### src/rtl/core/sprd_pkg.sv
package sprd_pkg;

  // Header bytes that open a reply packet
  localparam logic [7:0] HdrFirst  = 8'hEF;
  localparam logic [7:0] HdrSecond = 8'h01;

  // Address bytes in a header, counted from zero
  localparam logic [15:0] AddrLastIdx = 16'd3;

  // Shortest legal length field: response code plus two checksum bytes
  localparam logic [15:0] MinLength = 16'd3;
  localparam logic [15:0] SumBytes  = 16'd2;

  // Kind of result item
  localparam logic KindBody = 1'b0;
  localparam logic KindEnd  = 1'b1;

  // End of packet status codes
  typedef enum logic [1:0] {
    ST_OK        = 2'd0,
    ST_SUM_ERR   = 2'd1,
    ST_ADDR_ERR  = 2'd2,
    ST_SHORT_LEN = 2'd3
  } status_e;

  // Deframer phase, one-hot
  typedef enum logic [8:0] {
    PH_HUNT0 = 9'b0_0000_0001,
    PH_HUNT1 = 9'b0_0000_0010,
    PH_ADDR  = 9'b0_0000_0100,
    PH_ID    = 9'b0_0000_1000,
    PH_LENHI = 9'b0_0001_0000,
    PH_LENLO = 9'b0_0010_0000,
    PH_BODY  = 9'b0_0100_0000,
    PH_SUMHI = 9'b0_1000_0000,
    PH_SUMLO = 9'b1_0000_0000
  } phase_e;

  // One result item
  typedef struct packed {
    logic        item_kind;
    logic [7:0]  packet_id;
    logic [7:0]  body_byte;
    logic [15:0] body_index;
    logic [15:0] packet_length;
    status_e     status;
    logic        last;
  } result_t;

endpackage

### src/rtl/core/sensor_reply_packet_deframer.sv
// A result is registered when its byte transfers: in the output register, or in the skid if full.
// Throughput: one byte per cycle; all per-byte work sits between the state registers and
// the output register. A skid register behind the output lets the input keep moving while
// a result waits; the input stalls only when both are full.
// Reset (asynchronous, active low): hunting for the header, output empty, device address all ones.
module sensor_reply_packet_deframer (
  input  logic        clk_i,
  input  logic        rst_ni,
  // configuration
  input  logic        cfg_we_i,
  input  logic [31:0] cfg_wdata_i,
  // byte input
  input  logic        in_valid_i,
  output logic        in_stall_o,
  input  logic [7:0]  rx_byte_i,
  // result output
  output logic        out_valid_o,
  input  logic        out_stall_i,
  output logic        item_kind_o,
  output logic [7:0]  packet_id_o,
  output logic [7:0]  body_byte_o,
  output logic [15:0] body_index_o,
  output logic [15:0] packet_length_o,
  output logic [1:0]  status_o,
  output logic        last_o
);
  import sprd_pkg::*;

  logic [31:0] dev_addr_q;
  phase_e      phase_q, phase_d;
  logic [31:0] addr_shift_q, addr_shift_d;
  logic [7:0]  pkt_id_q, pkt_id_d;
  logic [15:0] length_q, length_d;
  logic [15:0] count_q, count_d;
  logic [15:0] sum_q, sum_d;
  logic [7:0]  sum_hi_q, sum_hi_d;
  logic        addr_ok_q, addr_ok_d;

  logic        in_xfer;
  logic        res_valid;
  result_t     res;
  logic [15:0] count_inc;
  logic [15:0] sum_add;
  logic [15:0] body_len;

  logic        out_valid_q, skid_valid_q;
  result_t     out_q, skid_q;
  logic        out_take;

  // Configuration register
  always_ff @(posedge clk_i or negedge rst_ni) begin
    if (!rst_ni) begin
      dev_addr_q <= '1;
    end else if (cfg_we_i) begin
      dev_addr_q <= cfg_wdata_i;
    end
  end

  assign in_stall_o = skid_valid_q;
  assign in_xfer    = in_valid_i & ~skid_valid_q;

  assign count_inc = count_q + 16'd1;
  assign sum_add   = sum_q + {8'h00, rx_byte_i};
  assign body_len  = length_q - SumBytes;

  // Per-byte deframing
  always_comb begin
    phase_d      = phase_q;
    addr_shift_d = addr_shift_q;
    pkt_id_d     = pkt_id_q;
    length_d     = length_q;
    count_d      = count_q;
    sum_d        = sum_q;
    sum_hi_d     = sum_hi_q;
    addr_ok_d    = addr_ok_q;
    res_valid    = 1'b0;
    res          = '{item_kind: KindBody, packet_id: pkt_id_q, body_byte: 8'h00,
                     body_index: 16'h0000, packet_length: length_q, status: ST_OK,
                     last: 1'b0};
    unique case (phase_q)
      PH_HUNT1: begin
        if (rx_byte_i == HdrSecond) begin
          phase_d      = PH_ADDR;
          count_d      = '0;
          addr_shift_d = '0;
        end else if (rx_byte_i != HdrFirst) begin
          phase_d = PH_HUNT0;
        end
      end
      PH_ADDR: begin
        addr_shift_d = {addr_shift_q[23:0], rx_byte_i};
        count_d      = count_inc;
        if (count_q == AddrLastIdx) begin
          addr_ok_d = (addr_shift_d == dev_addr_q);
          phase_d   = PH_ID;
        end
      end
      PH_ID: begin
        pkt_id_d = rx_byte_i;
        sum_d    = {8'h00, rx_byte_i};
        phase_d  = PH_LENHI;
      end
      PH_LENHI: begin
        length_d = {rx_byte_i, 8'h00};
        sum_d    = sum_add;
        phase_d  = PH_LENLO;
      end
      PH_LENLO: begin
        length_d = {length_q[15:8], rx_byte_i};
        sum_d    = sum_add;
        count_d  = '0;
        if (length_d < MinLength) begin
          // too short for a body: close the packet at once
          phase_d           = PH_HUNT0;
          res_valid         = 1'b1;
          res.item_kind     = KindEnd;
          res.last          = 1'b1;
          res.packet_length = length_d;
          res.status        = addr_ok_q ? ST_SHORT_LEN : ST_ADDR_ERR;
        end else begin
          phase_d = PH_BODY;
        end
      end
      PH_BODY: begin
        sum_d   = sum_add;
        count_d = count_inc;
        if (count_inc >= body_len) begin
          phase_d = PH_SUMHI;
        end
        res_valid      = addr_ok_q;
        res.body_byte  = rx_byte_i;
        res.body_index = count_q;
      end
      PH_SUMHI: begin
        sum_hi_d = rx_byte_i;
        phase_d  = PH_SUMLO;
      end
      PH_SUMLO: begin
        phase_d       = PH_HUNT0;
        res_valid     = 1'b1;
        res.item_kind = KindEnd;
        res.last      = 1'b1;
        if (!addr_ok_q) begin
          res.status = ST_ADDR_ERR;
        end else if ({sum_hi_q, rx_byte_i} != sum_q) begin
          res.status = ST_SUM_ERR;
        end else begin
          res.status = ST_OK;
        end
      end
      default: begin
        // hunting for the first header byte, also unused codes
        phase_d = (rx_byte_i == HdrFirst) ? PH_HUNT1 : PH_HUNT0;
      end
    endcase
  end

  // Deframer state
  always_ff @(posedge clk_i or negedge rst_ni) begin
    if (!rst_ni) begin
      phase_q      <= PH_HUNT0;
      addr_shift_q <= '0;
      pkt_id_q     <= '0;
      length_q     <= '0;
      count_q      <= '0;
      sum_q        <= '0;
      sum_hi_q     <= '0;
      addr_ok_q    <= 1'b0;
    end else if (in_xfer) begin
      phase_q      <= phase_d;
      addr_shift_q <= addr_shift_d;
      pkt_id_q     <= pkt_id_d;
      length_q     <= length_d;
      count_q      <= count_d;
      sum_q        <= sum_d;
      sum_hi_q     <= sum_hi_d;
      addr_ok_q    <= addr_ok_d;
    end
  end

  // Output register with skid stage
  assign out_take = out_valid_q & ~out_stall_i;

  always_ff @(posedge clk_i or negedge rst_ni) begin
    if (!rst_ni) begin
      out_valid_q  <= 1'b0;
      skid_valid_q <= 1'b0;
    end else if (skid_valid_q) begin
      if (out_take) begin
        out_valid_q  <= 1'b1;
        skid_valid_q <= 1'b0;
      end
    end else if (!out_valid_q || out_take) begin
      out_valid_q <= in_xfer & res_valid;
    end else if (in_xfer && res_valid) begin
      skid_valid_q <= 1'b1;
    end
  end

  always_ff @(posedge clk_i) begin
    if (skid_valid_q) begin
      if (out_take) begin
        out_q <= skid_q;
      end
    end else if (!out_valid_q || out_take) begin
      if (in_xfer && res_valid) begin
        out_q <= res;
      end
    end else if (in_xfer && res_valid) begin
      skid_q <= res;
    end
  end

  assign out_valid_o     = out_valid_q;
  assign item_kind_o     = out_q.item_kind;
  assign packet_id_o     = out_q.packet_id;
  assign body_byte_o     = out_q.body_byte;
  assign body_index_o    = out_q.body_index;
  assign packet_length_o = out_q.packet_length;
  assign status_o        = out_q.status;
  assign last_o          = out_q.last;

endmodule

### config.mk
export PLATFORM = sky130hd
export DESIGN_NAME = sensor_reply_packet_deframer
export DESIGN_NICKNAME = d
export VERILOG_FILES = /design/src/rtl/core/sprd_pkg.sv /design/src/rtl/core/sensor_reply_packet_deframer.sv
export SDC_FILE = /design/constraint.sdc
export NUM_CORES = 1
export LEC_CHECK = 0
export ABC_AREA = 0
export BUFFER_PORTS_ARGS = -buffer_cell sky130_fd_sc_hd__buf_2
export CAP_MARGIN = 20
export CORE_AREA = 2 2 161 147
export CTS_BUF_LIST = sky130_fd_sc_hd__clkbuf_16
export DETAILED_ROUTE_END_ITERATION = 8
export DIE_AREA = 0 0 163 149
export GPL_ROUTABILITY_DRIVEN = 1
export PLACE_DENSITY = 0.69
export SYNTH_ARGS = -nofsm -noshare
export SYNTH_HDL_FRONTEND = slang
export SYNTH_SLANG_ARGS = --single-unit
### constraint.sdc
create_clock -name clk_i -period 15.05 [get_ports clk_i]
set_clock_uncertainty 0.1 [all_clocks]
set_input_delay 2.2575 -clock clk_i [delete_from_list [all_inputs] [get_ports clk_i]]
set_output_delay 2.2575 -clock clk_i [all_outputs]
set_load 0.01 [all_outputs]
Word-level counts from Yosys, hierarchy flattened
Index checks and enable logic that the tools add are counted.

Logic and storage cells: 114. Output and inout port bits: 54. Input port bits: 45. Register bits after elaboration: 236.

Mux-type cells: 34. Bitwise operators: 7. Equal/unequal tests: 19. Reductions and logical operators: 23. $add $sub $neg: 3. Order comparisons: 2.

Operators by type and width (number): $mux 52 (4); $pmux 9 s8 (1); $pmux 16 s2 (2); $mux 24 (2); $pmux 16 s3 (1); $pmux 24 s2 (1); $mux 9 (4); $eq 32x32->1 (1); $reduce_and 3->1 (6); $add 16x1->16 const B (1); $add 16x8->16 (1); $eq 16x2->1 const B (1); $ge 16x16->1 (1); $lt 16x2->1 const B (1); $mux 16 (1); $ne 16x16->1 (1); $sub 16x2->16 const B (1); $mux 11 (1); $mux 1 (10); $reduce_and 2->1 (5); $reduce_bool 2->1 (5); $eq 9x2->1 const B (1); $eq 9x3->1 const B (1); $eq 9x4->1 const B (1); 26 further kinds (34).

Depth between registers and ports, before layout
Depth in word-level cells: 7. Gate-level depth with buffers: 13. Gate-level depth less buffers: 13.

Worst setup path before layout
Ideal clock, no wire load.

Path kind: input to register. Start point: in rx_byte_i[7]. End point: reg out_q, in the netlist body_byte_o[0], enable pin. Library setup time: 0.538 ns. Path buffers: 1. Stages on the path: 6. Arrival: 7.275 ns. Required time: 14.412 ns. Slack: 7.137 ns. Cell sequence: clkbuf_1 nor4_1 nand2_1 or4_4 a31o_2 a21boi_0.

Longest elaborated chain between the ends: 6.

Ends and longest elaborated chain: start: declaration (RTL line sensor_reply_packet_deframer.sv:15) `input logic [7:0] rx_byte_i,`; $lt 16x2->1 (RTL line sensor_reply_packet_deframer.sv:112) `if (length_d < MinLength) begin`; $mux 1 (RTL line sensor_reply_packet_deframer.sv:112); $pmux 1 s3 (RTL line sensor_reply_packet_deframer.sv:80) `unique case (phase_q)`; $logic_and 1x1->1 (RTL line sensor_reply_packet_deframer.sv:206) `if (in_xfer && res_valid) begin`; $reduce_bool 2->1 (no source line); $reduce_and 3->1 (no source line); end signal: assignment (RTL line sensor_reply_packet_deframer.sv:203) `out_q <= skid_q;`; end signal: assignment (RTL line sensor_reply_packet_deframer.sv:207) `out_q <= res;`; end: declaration (RTL line sensor_reply_packet_deframer.sv:47) `result_t out_q, skid_q;`.

No other way between the ends. A chain may end at the register's enable or synchronous reset.

Worst setup path in the final report
Start point: in rx_byte_i[7]. End point: reg skid_q[19] (netlist bit), enable pin.

Longest elaborated chain between the ends: 5.

Ends and longest elaborated chain: $lt 16x2->1 (RTL line sensor_reply_packet_deframer.sv:112); $mux 1 (RTL line sensor_reply_packet_deframer.sv:112); $pmux 1 s3 (RTL line sensor_reply_packet_deframer.sv:80); $logic_and 1x1->1 (RTL line sensor_reply_packet_deframer.sv:209) `end else if (in_xfer && res_valid) begin`; $reduce_and 3->1 (no source line); end signal: assignment (RTL line sensor_reply_packet_deframer.sv:210) `skid_q <= res;`; end: declaration (RTL line sensor_reply_packet_deframer.sv:47).

No other way between the ends.

==> flow_summary.toml <==
[die]
die_height_um = 149
core_area_um2 = 22900
dieArea_um2 = 24300
floorplan.rows = 53
start_util_pct = 48.9
die_w_um = 163
io_pins = 99

[worst_setup_path]
worstPathRequired_ns = 15.09
critPathArrivalTime_ns = 4.51
cp_max_fo = 46
crit_type = "primary input to flop"
critPathCaptureType = "flop"
slowest_delay_ns = 0.52
worstPathCellList = "buf_2 -> nor4_1 -> nand2_1 -> or4_4 -> a31o_2 -> nor2_4 -> buf_4"
slowest_stage = "buf_4"
crit_path_start_kind = "primary input"

[cells_and_area]
fin_area_um2 = 12800
mostFrequentLayoutCells = "mux2_2, edfxtp_1, dfrtp_1"
regArea_um2 = 6410
nFillCells = 1895
fin_cells = 1294
final_common_cell = "mux2_2"
fin_nets = 1045
diodes = 0
layout-drive-gt1-share_pct = 31.5
fin_util_pct = 56.0
syn_to_final_growth_pct = 14.5
multiInputGateArea_um2 = 4550

[run_status]
outcome = "finished, final reports clean"

[sta]
finalHoldViolations = 0
slew_headroom_pct = 23.3
finalCritPeriodShare_pct = 29.7
tns_ns = 0
tightest_slew_ns = 1.15
fmax_mhz = 224
rsz0062_at_grt = "false"
maxSlewViolCount = 0
fin_crit_ns = 4.47
setup_violations = 0

[clock_tree]
ctsHoldBuffers = 0
cts_setup_buffers = 0
ctsResizeCount = 0
cts_buffers = 25
clkTransAtPathRegs_ns = 0.07
cts_tree = "built"
htreeDepth = 1
cts.sinks = 234
cts-root-buf = "clkbuf_16"
clock_latency_ns = 0.53
cts_buffer_depth = 3

[synthesis]
synth_cells = 886
synthesis.area_um2 = 11200
yosysUniqueCellTypes = 61
async_flop_share_pct = 56.4
synth_seq_area_share_pct = 57.3
syn_nets = 958
synth-edff-count = 102
syn_avg_cell_area_um2 = 12.6
ys_ff_latch = 234
yosysWarnings = 0
ys.flop_type = "edfxtp_1"

[placed_design]
placedCellCount = 1247
place_hpwl_um = 16000
gp_congestion = 0.864
placement.io_buffers = 98
dpl_cell_area_um2 = 11900

[power_and_ir_drop]
p_per_area_nw_per_um2 = 115
p_sw_w = 0.000341
swShare_pct = 23.2
total_power_w = 0.00147
clockPowerShare_pct = 42.6
internal_power_w = 0.00113
pwr-share-seq_pct = 48.5
p_leak_nw = 5.40
comb_power_share_pct = 8.9
ir_worst_vdd_uv = 86.2

[detailed_routing]
drc = 0
vias = 7139
dr.pass1.iters = 5
wl_met2_um = 10500
wl_met1_um = 11400
drt_iter0_markers = 600
highest_layer = "met4"
totalWireLength_um = 23400
wire_per_inst_um = 18.1
ant_nets = 0
route.met3.wl_um = 1000
vias_per_cell = 5.52

[worst_hold_path]
hold_path_class = "flop to flop"

[global_route]
grt_pass1_wl_um = 38000
grt_pass1_vias = 6928
grt_overflow = 0
grt_max_degree = 72
antenna_found_initial = 0
track_usage_pct = 19.7

[job]
drv_cap = 0
-- cell type report --
cell class,count,share of cell area (%)
sequential,234,50.0
tap,302,2.95
inverter,11,0.322
clock buffer,27,5.27
timing repair buffer,108,4.48
multi-input combinational,593,35.5
clock inverter,19,1.41
-- synthesized netlist by cell type (6+ instances only) --
cell type / number / area share, %
nand2_1: 59 / 2.0
nor2_1: 36 / 1.2
xnor2_1: 25 / 2.0
clkbuf_1: 37 / 1.2
nor4_1: 22 / 1.2
inv_1: 11 / 0.37
or4_1: 8 / 0.54
mux2_2: 111 / 11
dfstp_2: 33 / 7.8
mux2i_1: 7 / 0.63
nand4_1: 8 / 0.45
o21ai_0: 35 / 1.6
a22o_1: 30 / 2.3
nand2b_1: 10 / 0.56
and4_1: 6 / 0.47
dfrtp_1: 99 / 22
nand3_1: 15 / 0.67
a31oi_1: 7 / 0.39
a21oi_1: 22 / 0.98
edfxtp_1: 102 / 27
ha_1: 26 / 2.9
and2_1: 25 / 1.4
and3_1: 8 / 0.45
xor2_1: 49 / 3.8
buf_1: 6 / 0.20
nor3_1: 15 / 0.67
o31ai_1: 11 / 0.74
-- state kept, by name, indices dropped and copies added (netlist names), 9 cells and up --
register	count
sum_q	16
length_q	16
count_q	16
addr_shift_q	24
packet_length_o	16
skid_q	51
dev_addr_q	32
body_index_o	16
phase_q	9
-- worst max-delay path: cells and delay by family --
kind | cells | cell delay, ns
simple gates | 4 | 1.19
buf+inv | 2 | 0.71
compound gates | 1 | 0.29
-- path summary, 6_finish.rpt --
kind | start | cells after the start | endpoint | slack (ns)
setup / recovery | rx_byte_i[7] | 7 | skid_q[19]$_DFFE_PP_ | 10.58
hold / removal | pkt_id_q[6]$_DFFE_PN0P_ | 0 | skid_q[49]$_DFFE_PP_ | 0.37
setup reg to reg | count_q[2]$_DFFE_PN0P_ | 12 | phase_q[1]$_DFFE_PN0P_ | 10.89
hold reg to reg | pkt_id_q[6]$_DFFE_PN0P_ | 0 | skid_q[49]$_DFFE_PP_ | 0.37
max in group asynchronous | rst_ni | 2 | count_q[0]$_DFFE_PN0P_ | 11.71
min in group asynchronous | rst_ni | 1 | pkt_id_q[3]$_DFFE_PN0P_ | 1.70
-- power groups by stage --
stage,clock (W),sequential (W),combinational (W)
final,0.000628,0.000715,0.000131
after CTS,0.000643,0.000715,0.000132
after global placement,0,0.000727,0.000128
after floorplan,0,0.000719,0.0000966
after global routing,0.000667,0.000718,0.000148
after detailed placement,0,0.000727,0.000131
-- per-stage QoR --
| step | setup slack [ns] | hold WS [ns] |
|---|---|---|
| final | 10.58 | 0.375 |
| after global routing | 10.41 | 0.394 |
| after global placement | 10.12 | 0.365 |
| after floorplan | 7.14 | 0.339 |
| after CTS | 10.59 | 0.380 |
| after detailed placement | 10.04 | 0.365 |
-- layer usage --
layer  GRT usage (%)  vias up
li1                -     3433
met4            5.40        0
met2            29.9      177
met1            29.7     3495
met5               0        -
met3            3.00       34
-- cell families after synthesis --
family	Yosys count	share of synthesized area, %
AND/OR/NAND/NOR	238	11.5
adder cells (fa/ha/maj)	27	3.09
XOR/XNOR	74	5.79
multiplexers	119	11.9
flip-flops	234	57.3
AO/OA/AOI/OAI	135	8.21
buffers and inverters	59	2.23
No activity file was read; power rests on OpenSTA's default activity.
